--- src/sv/assert_macros.svh ---
// assertion helpers shared by the statistics core
// every checker samples on clk and is held off while rst is high
`ifndef ASSERT_MACROS_SVH
`define ASSERT_MACROS_SVH

// condition must hold at every clock edge out of reset
`define SSS_ASSERT_ALWAYS(label, cond, msg) \
  label: assert property (@(posedge clk) disable iff (rst) (cond)) \
    else $error(msg);

// consequent must hold in the same cycle as the antecedent
`define SSS_ASSERT_IMPLIES(label, ante, cons, msg) \
  label: assert property (@(posedge clk) disable iff (rst) (ante) |-> (cons)) \
    else $error(msg);

`endif

--- src/sv/sss_pkg.sv ---
// shared types, constants and width helpers for the sample set statistics core
// no dependencies
package sss_pkg;

  localparam int SAMPLE_W      = 16;
  localparam int DEV_W         = 15;
  localparam int COUNT_OUT_W   = 13;
  localparam int MAX_COUNT_DEF = 4096;

  // set record queue between front and back
  localparam int Q_DEPTH = 2;
  localparam int QLVL_W  = $clog2(Q_DEPTH + 1);
  localparam int QPTR_W  = $clog2(Q_DEPTH);

  typedef struct packed {
    logic signed [SAMPLE_W-1:0] sample;
    logic                       last;
  } sss_in_t;

  typedef struct packed {
    logic signed [SAMPLE_W-1:0] minimum;
    logic signed [SAMPLE_W-1:0] maximum;
    logic signed [SAMPLE_W-1:0] mean;
    logic [DEV_W-1:0]           deviation;
    logic [COUNT_OUT_W-1:0]     sample_count;
    logic                       overflow;
  } sss_out_t;

  typedef struct packed {
    logic              empty;
    logic [QLVL_W-1:0] level;
  } sss_qstat_t;

  typedef enum logic [3:0] {
    B_IDLE,
    B_DIV_MEAN,
    B_MUL_NS,
    B_MUL_MM,
    B_SUB,
    B_DIV_VAR1,
    B_DIV_VAR2,
    B_SQRT,
    B_DONE
  } sss_back_state_t;

  // width of the sample counter
  function automatic int count_w(input int max_count);
    return $clog2(max_count + 1);
  endfunction

  // signed running sum
  function automatic int sum_w(input int max_count);
    return SAMPLE_W + count_w(max_count);
  endfunction

  // unsigned running sum of squares
  function automatic int sq_w(input int max_count);
    return 2 * SAMPLE_W - 2 + count_w(max_count);
  endfunction

  // one closed set: min, max, sum, sum of squares, count, dropped flag
  function automatic int rec_w(input int max_count);
    return 2 * SAMPLE_W + sum_w(max_count) + sq_w(max_count) + count_w(max_count) + 1;
  endfunction

endpackage

--- src/sv/sample_set_statistics_core.sv ---
// top level of the sample set statistics core
// instantiates sss_front, sss_queue and sss_back; uses sss_pkg
//
// usage
//   input channel: drive item (sample, last) and raise start; the transfer
//   happens at a rising edge with start high and busy low. one sample per
//   cycle is taken while busy stays low.
//   result channel: done is high for exactly one cycle with result holding
//   min, max, mean, deviation, sample_count and overflow of the closed set;
//   the receiver cannot hold it off, the transfer is that single cycle.
// rate and sequencing
//   accumulation runs at one sample per cycle while busy stays low, through
//   a square register and the running sums. each closed set is pushed as one
//   record into a two-entry queue; the back sequencer works it out in turn:
//   mean divide, two serial multiplies, two divides and the square root, one
//   bit or one digit a cycle, over widths PW = 2*SAMPLE_W - 2 +
//   2*clog2(MAX_COUNT+1) and SUMW = SAMPLE_W + clog2(MAX_COUNT+1). with the
//   back idle, a closing transfer passes the input register, the queue and
//   the sequencer states before its result transfer.
//   busy rises once closed sets, counting one still in the input register,
//   would take both queue entries.
// reset
//   rst (synchronous, active high) clears the sums, empties the queue and
//   parks the sequencer; no result is pending afterwards.
module sample_set_statistics_core #(
  parameter int unsigned MAX_COUNT = sss_pkg::MAX_COUNT_DEF
) (
  input  logic              clk,
  input  logic              rst,
  input  logic              start,
  output logic              busy,
  input  sss_pkg::sss_in_t  item,
  output logic              done,
  output sss_pkg::sss_out_t result
);
  import sss_pkg::*;

  localparam int REC_W = rec_w(MAX_COUNT);

  // record path between front and back
  logic             push;
  logic             pop;
  logic [REC_W-1:0] rec_in;
  logic [REC_W-1:0] rec_head;
  sss_qstat_t       qstat;

  // front: input register, capacity check, running min/max/sums
  sss_front #(
    .MAX_COUNT (MAX_COUNT),
    .REC_W     (REC_W)
  ) u_front (
    .clk      (clk),
    .rst      (rst),
    .start    (start),
    .busy     (busy),
    .item     (item),
    .qstat    (qstat),
    .push     (push),
    .rec_data (rec_in)
  );

  // queue of closed sets, lets a new set accumulate while the last one is worked out
  sss_queue #(
    .REC_W (REC_W)
  ) u_queue (
    .clk   (clk),
    .rst   (rst),
    .push  (push),
    .wdata (rec_in),
    .pop   (pop),
    .rdata (rec_head),
    .stat  (qstat)
  );

  // back: mean, variance and deviation, then the one-cycle result strobe
  sss_back #(
    .MAX_COUNT (MAX_COUNT),
    .REC_W     (REC_W)
  ) u_back (
    .clk    (clk),
    .rst    (rst),
    .head   (rec_head),
    .qstat  (qstat),
    .pop    (pop),
    .done   (done),
    .result (result)
  );

endmodule

--- src/sv/sss_front.sv ---
// front part: takes samples, sorts them into kept, dropped and set-closing,
// keeps the running sums and pushes one record per set; uses sss_pkg
`include "assert_macros.svh"

module sss_front #(
  parameter int unsigned MAX_COUNT = sss_pkg::MAX_COUNT_DEF,
  parameter int          REC_W     = sss_pkg::rec_w(sss_pkg::MAX_COUNT_DEF)
) (
  input  logic               clk,
  input  logic               rst,
  input  logic               start,
  output logic               busy,
  input  sss_pkg::sss_in_t   item,
  input  sss_pkg::sss_qstat_t qstat,
  output logic               push,
  output logic [REC_W-1:0]   rec_data
);
  import sss_pkg::*;

  localparam int CW   = count_w(MAX_COUNT);
  localparam int SUMW = sum_w(MAX_COUNT);
  localparam int SQW  = sq_w(MAX_COUNT);
  localparam int SQ1W = 2 * SAMPLE_W - 1;

  typedef struct packed {
    logic signed [SAMPLE_W-1:0] minimum;
    logic signed [SAMPLE_W-1:0] maximum;
    logic signed [SUMW-1:0]     sum;
    logic [SQW-1:0]             sumsq;
    logic [CW-1:0]              n;
    logic                       dropped;
  } rec_t;

  logic                       accept;
  logic signed [2*SAMPLE_W-1:0] sq_full;

  // input register stage
  logic                       s1_valid;
  logic                       s1_last;
  logic signed [SAMPLE_W-1:0] s1_x;
  logic [SQ1W-1:0]            s1_sq;

  logic signed [SAMPLE_W-1:0] running_min, running_min_next;
  logic signed [SAMPLE_W-1:0] running_max, running_max_next;
  logic signed [SUMW-1:0]     running_sum, running_sum_next;
  logic [SQW-1:0]             running_sum_squares, running_sum_squares_next;
  logic [CW-1:0]              count_so_far, count_so_far_next;
  logic                       dropped_flag, dropped_flag_next;
  logic                       full;
  rec_t                       rec;

  assign accept  = start && !busy;
  assign sq_full = item.sample * item.sample;

  // a set-closing item still in the input stage will need a queue slot
  assign busy = ({1'b0, qstat.level} + {{QLVL_W{1'b0}}, s1_valid && s1_last})
                >= (QLVL_W + 1)'(Q_DEPTH);

  always_ff @(posedge clk) begin
    if (rst) begin
      s1_valid <= 1'b0;
    end else begin
      s1_valid <= accept;
    end
    if (accept) begin
      s1_last <= item.last;
      s1_x    <= item.sample;
      s1_sq   <= sq_full[SQ1W-1:0];
    end
  end

  assign full = (count_so_far == CW'(MAX_COUNT));

  always_comb begin
    running_min_next         = running_min;
    running_max_next         = running_max;
    running_sum_next         = running_sum;
    running_sum_squares_next = running_sum_squares;
    count_so_far_next        = count_so_far;
    dropped_flag_next        = dropped_flag;
    if (s1_valid) begin
      if (full) begin
        dropped_flag_next = 1'b1;
      end else begin
        if (count_so_far == '0) begin
          running_min_next = s1_x;
          running_max_next = s1_x;
        end else begin
          if (s1_x < running_min) running_min_next = s1_x;
          if (s1_x > running_max) running_max_next = s1_x;
        end
        running_sum_next         = running_sum + SUMW'(s1_x);
        running_sum_squares_next = running_sum_squares + SQW'(s1_sq);
        count_so_far_next        = count_so_far + CW'(1);
      end
    end
  end

  always_comb begin
    rec.minimum = running_min_next;
    rec.maximum = running_max_next;
    rec.sum     = running_sum_next;
    rec.sumsq   = running_sum_squares_next;
    rec.n       = count_so_far_next;
    rec.dropped = dropped_flag_next;
  end

  assign push     = s1_valid && s1_last;
  assign rec_data = rec;

  always_ff @(posedge clk) begin
    if (rst || push) begin
      running_min         <= '0;
      running_max         <= '0;
      running_sum         <= '0;
      running_sum_squares <= '0;
      count_so_far        <= '0;
      dropped_flag        <= 1'b0;
    end else begin
      running_min         <= running_min_next;
      running_max         <= running_max_next;
      running_sum         <= running_sum_next;
      running_sum_squares <= running_sum_squares_next;
      count_so_far        <= count_so_far_next;
      dropped_flag        <= dropped_flag_next;
    end
  end

  `SSS_ASSERT_ALWAYS(a_count_in_range, count_so_far <= CW'(MAX_COUNT), "count past capacity")

endmodule

--- src/sv/sss_queue.sv ---
// short record queue between the front and back parts
// uses sss_pkg for depth and status type
`include "assert_macros.svh"

module sss_queue #(
  parameter int REC_W = sss_pkg::rec_w(sss_pkg::MAX_COUNT_DEF)
) (
  input  logic                clk,
  input  logic                rst,
  input  logic                push,
  input  logic [REC_W-1:0]    wdata,
  input  logic                pop,
  output logic [REC_W-1:0]    rdata,
  output sss_pkg::sss_qstat_t stat
);
  import sss_pkg::*;

  logic [REC_W-1:0]  entries [Q_DEPTH];
  logic [QPTR_W-1:0] wr_ptr;
  logic [QPTR_W-1:0] rd_ptr;
  logic [QLVL_W-1:0] level;

  always_ff @(posedge clk) begin
    if (push) begin
      entries[wr_ptr] <= wdata;
    end
  end

  always_ff @(posedge clk) begin
    if (rst) begin
      wr_ptr <= '0;
      rd_ptr <= '0;
      level  <= '0;
    end else begin
      if (push) wr_ptr <= wr_ptr + QPTR_W'(1);
      if (pop)  rd_ptr <= rd_ptr + QPTR_W'(1);
      case ({push, pop})
        2'b10:   level <= level + QLVL_W'(1);
        2'b01:   level <= level - QLVL_W'(1);
        default: level <= level;
      endcase
    end
  end

  assign rdata      = entries[rd_ptr];
  assign stat.level = level;
  assign stat.empty = (level == '0);

  `SSS_ASSERT_IMPLIES(a_no_overfill, push, level != QLVL_W'(Q_DEPTH), "push into full queue")
  `SSS_ASSERT_IMPLIES(a_no_underrun, pop, level != '0, "pop from empty queue")

endmodule

--- src/sv/sss_back.sv ---
// back part: per-set sequencer with a shared restoring divider, shift-add
// multiplier and digit-by-digit square root; uses sss_pkg
`include "assert_macros.svh"

module sss_back #(
  parameter int unsigned MAX_COUNT = sss_pkg::MAX_COUNT_DEF,
  parameter int          REC_W     = sss_pkg::rec_w(sss_pkg::MAX_COUNT_DEF)
) (
  input  logic                clk,
  input  logic                rst,
  input  logic [REC_W-1:0]    head,
  input  sss_pkg::sss_qstat_t qstat,
  output logic                pop,
  output logic                done,
  output sss_pkg::sss_out_t   result
);
  import sss_pkg::*;

  localparam int CW    = count_w(MAX_COUNT);
  localparam int SUMW  = sum_w(MAX_COUNT);
  localparam int SQW   = sq_w(MAX_COUNT);
  localparam int PW    = 2 * SAMPLE_W - 2 + 2 * CW;  // n*sumsq, always even
  localparam int HW    = PW / 2;                     // root width
  localparam int RW    = HW + 1;                     // root remainder width
  localparam int CNT_W = $clog2(PW);

  typedef struct packed {
    logic signed [SAMPLE_W-1:0] minimum;
    logic signed [SAMPLE_W-1:0] maximum;
    logic signed [SUMW-1:0]     sum;
    logic [SQW-1:0]             sumsq;
    logic [CW-1:0]              n;
    logic                       dropped;
  } rec_t;

  sss_back_state_t state, state_next;
  logic [CNT_W-1:0] cnt;
  logic             last_div, last_mul, last_sqrt;

  rec_t             head_rec;
  rec_t             rec;
  logic [SUMW-1:0]  head_mag, mag;
  logic [SUMW-1:0]  mean_mag;
  logic signed [SUMW-1:0] mean_full;

  // divider
  logic [PW-1:0]    dv, dv_step;
  logic [CW-1:0]    rem, rem_step;
  logic [CW:0]      rem_sh;
  logic             div_ge;

  // multiplier
  logic [PW-1:0]    mul_acc, mul_a, acc_step, prod_p;
  logic [SUMW-1:0]  mul_b;

  // square root
  logic [PW-1:0]    sr;
  logic [HW-1:0]    root;
  logic [RW-1:0]    srem;
  logic [RW+1:0]    srem_sh, trial;
  logic             sq_ge;

  assign head_rec = head;
  assign head_mag = head_rec.sum[SUMW-1] ? SUMW'(-head_rec.sum) : SUMW'(head_rec.sum);
  assign mag      = rec.sum[SUMW-1] ? SUMW'(-rec.sum) : SUMW'(rec.sum);

  assign last_div  = (cnt == CNT_W'(PW - 1));
  assign last_mul  = (cnt == CNT_W'(SUMW - 1));
  assign last_sqrt = (cnt == CNT_W'(HW - 1));

  // one restoring divide step by n
  assign rem_sh   = {rem, dv[PW-1]};
  assign div_ge   = rem_sh >= {1'b0, rec.n};
  assign rem_step = div_ge ? CW'(rem_sh - {1'b0, rec.n}) : rem_sh[CW-1:0];
  assign dv_step  = {dv[PW-2:0], div_ge};

  // one shift-add multiply step
  assign acc_step = mul_b[0] ? mul_acc + mul_a : mul_acc;

  // one square root digit
  assign srem_sh = {srem, sr[PW-1:PW-2]};
  assign trial   = (RW + 2)'({root, 2'b01});
  assign sq_ge   = srem_sh >= trial;

  always_comb begin
    state_next = state;
    unique case (state)
      B_IDLE:     if (!qstat.empty) state_next = B_DIV_MEAN;
      B_DIV_MEAN: if (last_div)     state_next = B_MUL_NS;
      B_MUL_NS:   if (last_mul)     state_next = B_MUL_MM;
      B_MUL_MM:   if (last_mul)     state_next = B_SUB;
      B_SUB:                        state_next = B_DIV_VAR1;
      B_DIV_VAR1: if (last_div)     state_next = B_DIV_VAR2;
      B_DIV_VAR2: if (last_div)     state_next = B_SQRT;
      B_SQRT:     if (last_sqrt)    state_next = B_DONE;
      B_DONE:                       state_next = B_IDLE;
      default:                      state_next = B_IDLE;
    endcase
  end

  always_comb begin
    pop  = 1'b0;
    done = 1'b0;
    unique case (state)
      B_IDLE:  pop  = !qstat.empty;
      B_DONE:  done = 1'b1;
      default: begin
        pop  = 1'b0;
        done = 1'b0;
      end
    endcase
  end

  always_ff @(posedge clk) begin
    if (rst) begin
      state <= B_IDLE;
      cnt   <= '0;
    end else begin
      state <= state_next;
      if (state_next != state) cnt <= '0;
      else                     cnt <= cnt + CNT_W'(1);
    end
  end

  always_ff @(posedge clk) begin
    case (state)
      B_IDLE: begin
        if (!qstat.empty) begin
          rec <= head_rec;
          dv  <= PW'(head_mag);
          rem <= '0;
        end
      end
      B_DIV_MEAN: begin
        dv  <= dv_step;
        rem <= rem_step;
        if (last_div) begin
          mean_mag <= dv_step[SUMW-1:0];
          mul_acc  <= '0;
          mul_a    <= PW'(rec.sumsq);
          mul_b    <= SUMW'(rec.n);
        end
      end
      B_MUL_NS, B_MUL_MM: begin
        if (state == B_MUL_NS && last_mul) begin
          prod_p  <= acc_step;
          mul_acc <= '0;
          mul_a   <= PW'(mag);
          mul_b   <= mag;
        end else begin
          mul_acc <= acc_step;
          mul_a   <= {mul_a[PW-2:0], 1'b0};
          mul_b   <= {1'b0, mul_b[SUMW-1:1]};
        end
      end
      B_SUB: begin
        dv  <= prod_p - mul_acc;
        rem <= '0;
      end
      B_DIV_VAR1, B_DIV_VAR2: begin
        dv <= dv_step;
        if (last_div) begin
          rem <= '0;
          if (state == B_DIV_VAR2) begin
            sr   <= dv_step;
            srem <= '0;
            root <= '0;
          end
        end else begin
          rem <= rem_step;
        end
      end
      B_SQRT: begin
        sr   <= {sr[PW-3:0], 2'b00};
        srem <= sq_ge ? RW'(srem_sh - trial) : RW'(srem_sh);
        root <= {root[HW-2:0], sq_ge};
      end
      default: begin
      end
    endcase
  end

  assign mean_full = rec.sum[SUMW-1] ? -$signed(mean_mag) : $signed(mean_mag);

  always_comb begin
    result.minimum      = rec.minimum;
    result.maximum      = rec.maximum;
    result.mean         = mean_full[SAMPLE_W-1:0];
    result.deviation    = root[DEV_W-1:0];
    result.sample_count = COUNT_OUT_W'(rec.n);
    result.overflow     = rec.dropped;
  end

  `SSS_ASSERT_IMPLIES(a_done_has_samples, done, rec.n != '0, "result for an empty set")

endmodule

--- config.mk ---
export PLATFORM = sky130hd
export DESIGN_NAME = sample_set_statistics_core
export DESIGN_NICKNAME = d
export VERILOG_FILES = /design/src/sv/sss_pkg.sv /design/src/sv/sample_set_statistics_core.sv /design/src/sv/sss_front.sv /design/src/sv/sss_queue.sv /design/src/sv/sss_back.sv
export VERILOG_INCLUDE_DIRS = /design/src /design/src/sv
export SDC_FILE = /design/constraint.sdc
export NUM_CORES = 2
export LEC_CHECK = 0
export BUFFER_PORTS_ARGS = -buffer_cell sky130_fd_sc_hd__buf_4
export CAP_MARGIN = 10
export CORE_ASPECT_RATIO = 1.5
export CORE_UTILIZATION = 64
export DETAILED_ROUTE_END_ITERATION = 10
export PLACE_DENSITY = 0.81
export SLEW_MARGIN = 10
export SYNTH_ARGS = -nofsm -noshare
export SYNTH_HDL_FRONTEND = slang
export SYNTH_SLANG_ARGS = --single-unit
--- constraint.sdc ---
create_clock -name clk -period 12 [get_ports clk]
set_clock_uncertainty 0.1 [all_clocks]
set_input_delay 2.4 -clock clk [delete_from_list [all_inputs] [get_ports clk]]
set_output_delay 2.4 -clock clk [all_outputs]
set_load 0.03 [all_outputs]
==> impl_metrics.yaml <==
synthesis:
  avgSynthCellArea_sq_um: 10.6
  yosysUniqueCellTypes: 85
  syn_nets: 6035
  synth.most_common_cell: "edfxtp_1"
  synthTopCellsByCount: "795 x edfxtp_1, 616 x nand2_1, 587 x inv_1, 334 x ha_1, 310 x nor2_1"
  synth_flop_cell: "edfxtp_1"
  synthCells: 5447
  synthArstFlopShare_pct: 0
  ys_warn_count: 0
  ys_seq_area_share_pct: 45.9
  synth.area.top_cells: "edfxtp_1 41%, fa_1 8.1%, ha_1 7.2%"
  yosysTopAreaCell: "edfxtp_1"
  synth-edff-count: 795
  synth_top_area_share_pct: 41.3
  syn_area_sq_um: 57800
  ys_seq_elements: 929
cells_and_area:
  fin_cells: 6645
  diodes: 0
  stdcell_area_sq_um: 62300
  drive_above_1_share_pct: 8.87
  fin_nets: 6001
  final_core_util_pct: 69.9
  syn2layout_area_growth_pct: 7.81
cts:
  cts_tree: "yes"
  cts_buffers: 88
  h-tree-depth: 3
  clock_path_buffers: 3
  clkSinkCount: 929
  cts-root-buf: "clkbuf_16"
  hold_buffers: 0
  ctsResizeCount: 0
  post-cts-setup-buffer-count: 0
  clk_pin_slew_worst_paths_ns: 0.06
  clock_latency_ns: 0.70
floorplanning:
  io_pins: 99
  dieWidth_microns: 247
  start_util_pct: 64.8
  core_sq_um: 89200
  die_height_microns: 370
  rows: 134
  die_area_sq_um: 91500
grt:
  grt_antenna_before_repair: 0
  grt_overflow: 0
  grt_max_degree: 94
  grt_pass1_wl_microns: 215000
  track_usage_pct: 30.3
  grt_pass1_vias: 40747
timing:
  relSlewSlack_pct: 24.7
  finalHoldViolCount: 0
  setup_viol: 0
  fin_tns_setup_ns: 0
  maxSlewViolCount: 0
  max_slew.worst_pin.slew_ns: 1.12
  fin_crit_ns: 8.54
  fmax_ghz: 0.117
  fin_crit_sh_pct: 71.2
  rsz0062_at_grt: "false"
detailed_routing:
  num_vias: 39780
  first_pass_iters: 9
  ant_nets: 0
  vias_per_cell: 5.99
  drtIter0Drc: 2513
  wl_per_cell_microns: 20.6
  drt_drc_violations_left: 4
  drt-total-wl_microns: 137000
worst_setup_path:
  cp.arrival_ns: 8.89
  rrSetupSlack_ns: 7.00
  critPathKind: "primary input to register"
  cp-startpoint: "item[9]"
  r2r-start: "u_back.mul_acc[0]"
  startpoint_type: "primary input"
  worstSetupEndpoint: "u_front.s1_sq[29]"
  required_ns: 12.35
  reg2reg_depth: 14
  reg2reg_to: "u_back.mul_acc[54]"
  endpoint_kind: "register"
  crit_fanout: 18
placement:
  portBuffers: 98
  dp_cells: 6479
  placed_cell_area_sq_um: 59100
  dp_hpwl_microns: 102000
  place.gp.congestion: 1.00
status:
  status: "finished, violations left"
  violations: "design-rule violations"
power:
  p_leak_nw: 25.9
  total_power_mw: 15.0
  power_density_nw_per_um2: 240
  peakVddDrop_uv: 224
flow_run:
  cap_violations: 0
min_path:
  hold_path.class: "register to register"
  hold_start: "u_back.cnt[0]"
==> worst max-delay path: stages <==
cell and delay [ns]:
buf_4 0.19, nand2_1 0.14, inv_1 0.07, fa_1 0.53, inv_1 0.06, fa_1 0.56
fa_1 0.44, fa_1 0.50, inv_1 0.05, fa_1 0.52, inv_1 0.05, fa_1 0.53
inv_1 0.05, ha_1 0.36, o21a_1 0.18, o211ai_1 0.08, o21ai_0 0.56, a41oi_1 0.30
or3_1 0.44, a31oi_1 0.27, o21ai_0 0.21, o21bai_1 0.17, a21oi_1 0.10, xnor2_1 0.13
==> cells by family after synthesis <==
family,Yosys count,synth area share [%]
compound gates,1040,11.5
simple gates,1534,12.4
flops,929,45.9
mux,211,3.96
xor+xnor,317,4.80
buf+inv,848,6.02
fa+ha+maj,568,15.3
==> area by class of cell <==
| cell class | count | area [sq um] |
|---|---|---|
| clock inverters | 50 | 781 |
| multi-input cells | 3670 | 27900 |
| repair buffers | 137 | 1030 |
| fillers | 6442 | 26900 |
| well taps | 1156 | 1450 |
| flip-flops and latches | 929 | 26600 |
| inverters | 587 | 2200 |
| clock buffers | 116 | 2440 |
==> worst min path at each step <==
stage / end / slack (ns) / cells after the start
3_5_place_dp: u_back.cnt[0] / 0.36 / 1
4_1_cts: u_back.cnt[0] / 0.37 / 1
3_3_place_gp: u_back.cnt[0] / 0.34 / 1
6_report: u_back.cnt[0] / 0.37 / 1
5_1_grt: u_back.cnt[0] / 0.40 / 1
2_1_floorplan: u_back.cnt[0] / 0.33 / 1
==> power by group <==
part	internal, mW	leakage [nW]	total, mW	switching (mW)
clock	1.76	1.54	3.06	1.30
combinational	2.82	16.0	7.08	4.26
sequential	4.49	8.40	4.84	0.347
==> cell usage in the layout, fill, tap and decap left out, drive strengths merged, types with 22 or more instances in the layout <==
| cell | n |
|---|---|
| a221o | 24 |
| xnor2 | 201 |
| and3 | 47 |
| ha | 334 |
| nor2b | 151 |
| nand4 | 42 |
| nor2 | 310 |
| o22ai | 28 |
| edfxtp | 795 |
| o21a | 29 |
| o21bai | 45 |
| nand2b | 45 |
| a21oi | 280 |
| clkinv | 25 |
| o21ai | 260 |
| mux2 | 140 |
| nand3 | 79 |
| dfxtp | 134 |
| buf | 137 |
| mux2i | 71 |
| inv | 590 |
| and2 | 106 |
| xor2 | 116 |
| a31oi | 27 |
| a211oi | 25 |
| o31ai | 30 |
| clkbuf | 116 |
| nor3 | 49 |
| fa | 234 |
| nand2 | 616 |
| a21o | 141 |
| or3 | 22 |
==> flip-flops by register name, summed over array words and instances (netlist names), 30 cells and up, named ones only <==
| register | count |
|---|---|
| u_front.running_sum_squares | 43 |
| u_back.rec | 72 |
| u_back.sr | 56 |
| u_back.prod_p | 56 |
| u_back.dv | 56 |
| u_back.mul_a | 56 |
| u_back.result | 46 |
| u_queue.entries | 236 |
| u_front.s1_sq | 30 |
| u_back.mul_acc | 56 |
==> per-layer routing <==
metal  wire length [microns]  vias to the layer above  share of wire (%)  track usage [%]
met1                   49200                    19493                 36             32.2
li1                        -                    18803                  -                -
met2                   73100                     1095                 53             56.3
met4                    8980                        0                6.6             18.6
met5                       0                        -                  0                0
met3                    5890                      389                4.3             3.88
==> stage by stage <==
stage	setup WS (ns)	hold slack (ns)
floorplan	2.58	0.330
global placement	2.95	0.342
detailed placement	2.79	0.355
CTS	3.50	0.371
global route	3.21	0.396
finish	3.46	0.367
Note: power is estimated with default switching activity, not from simulation.
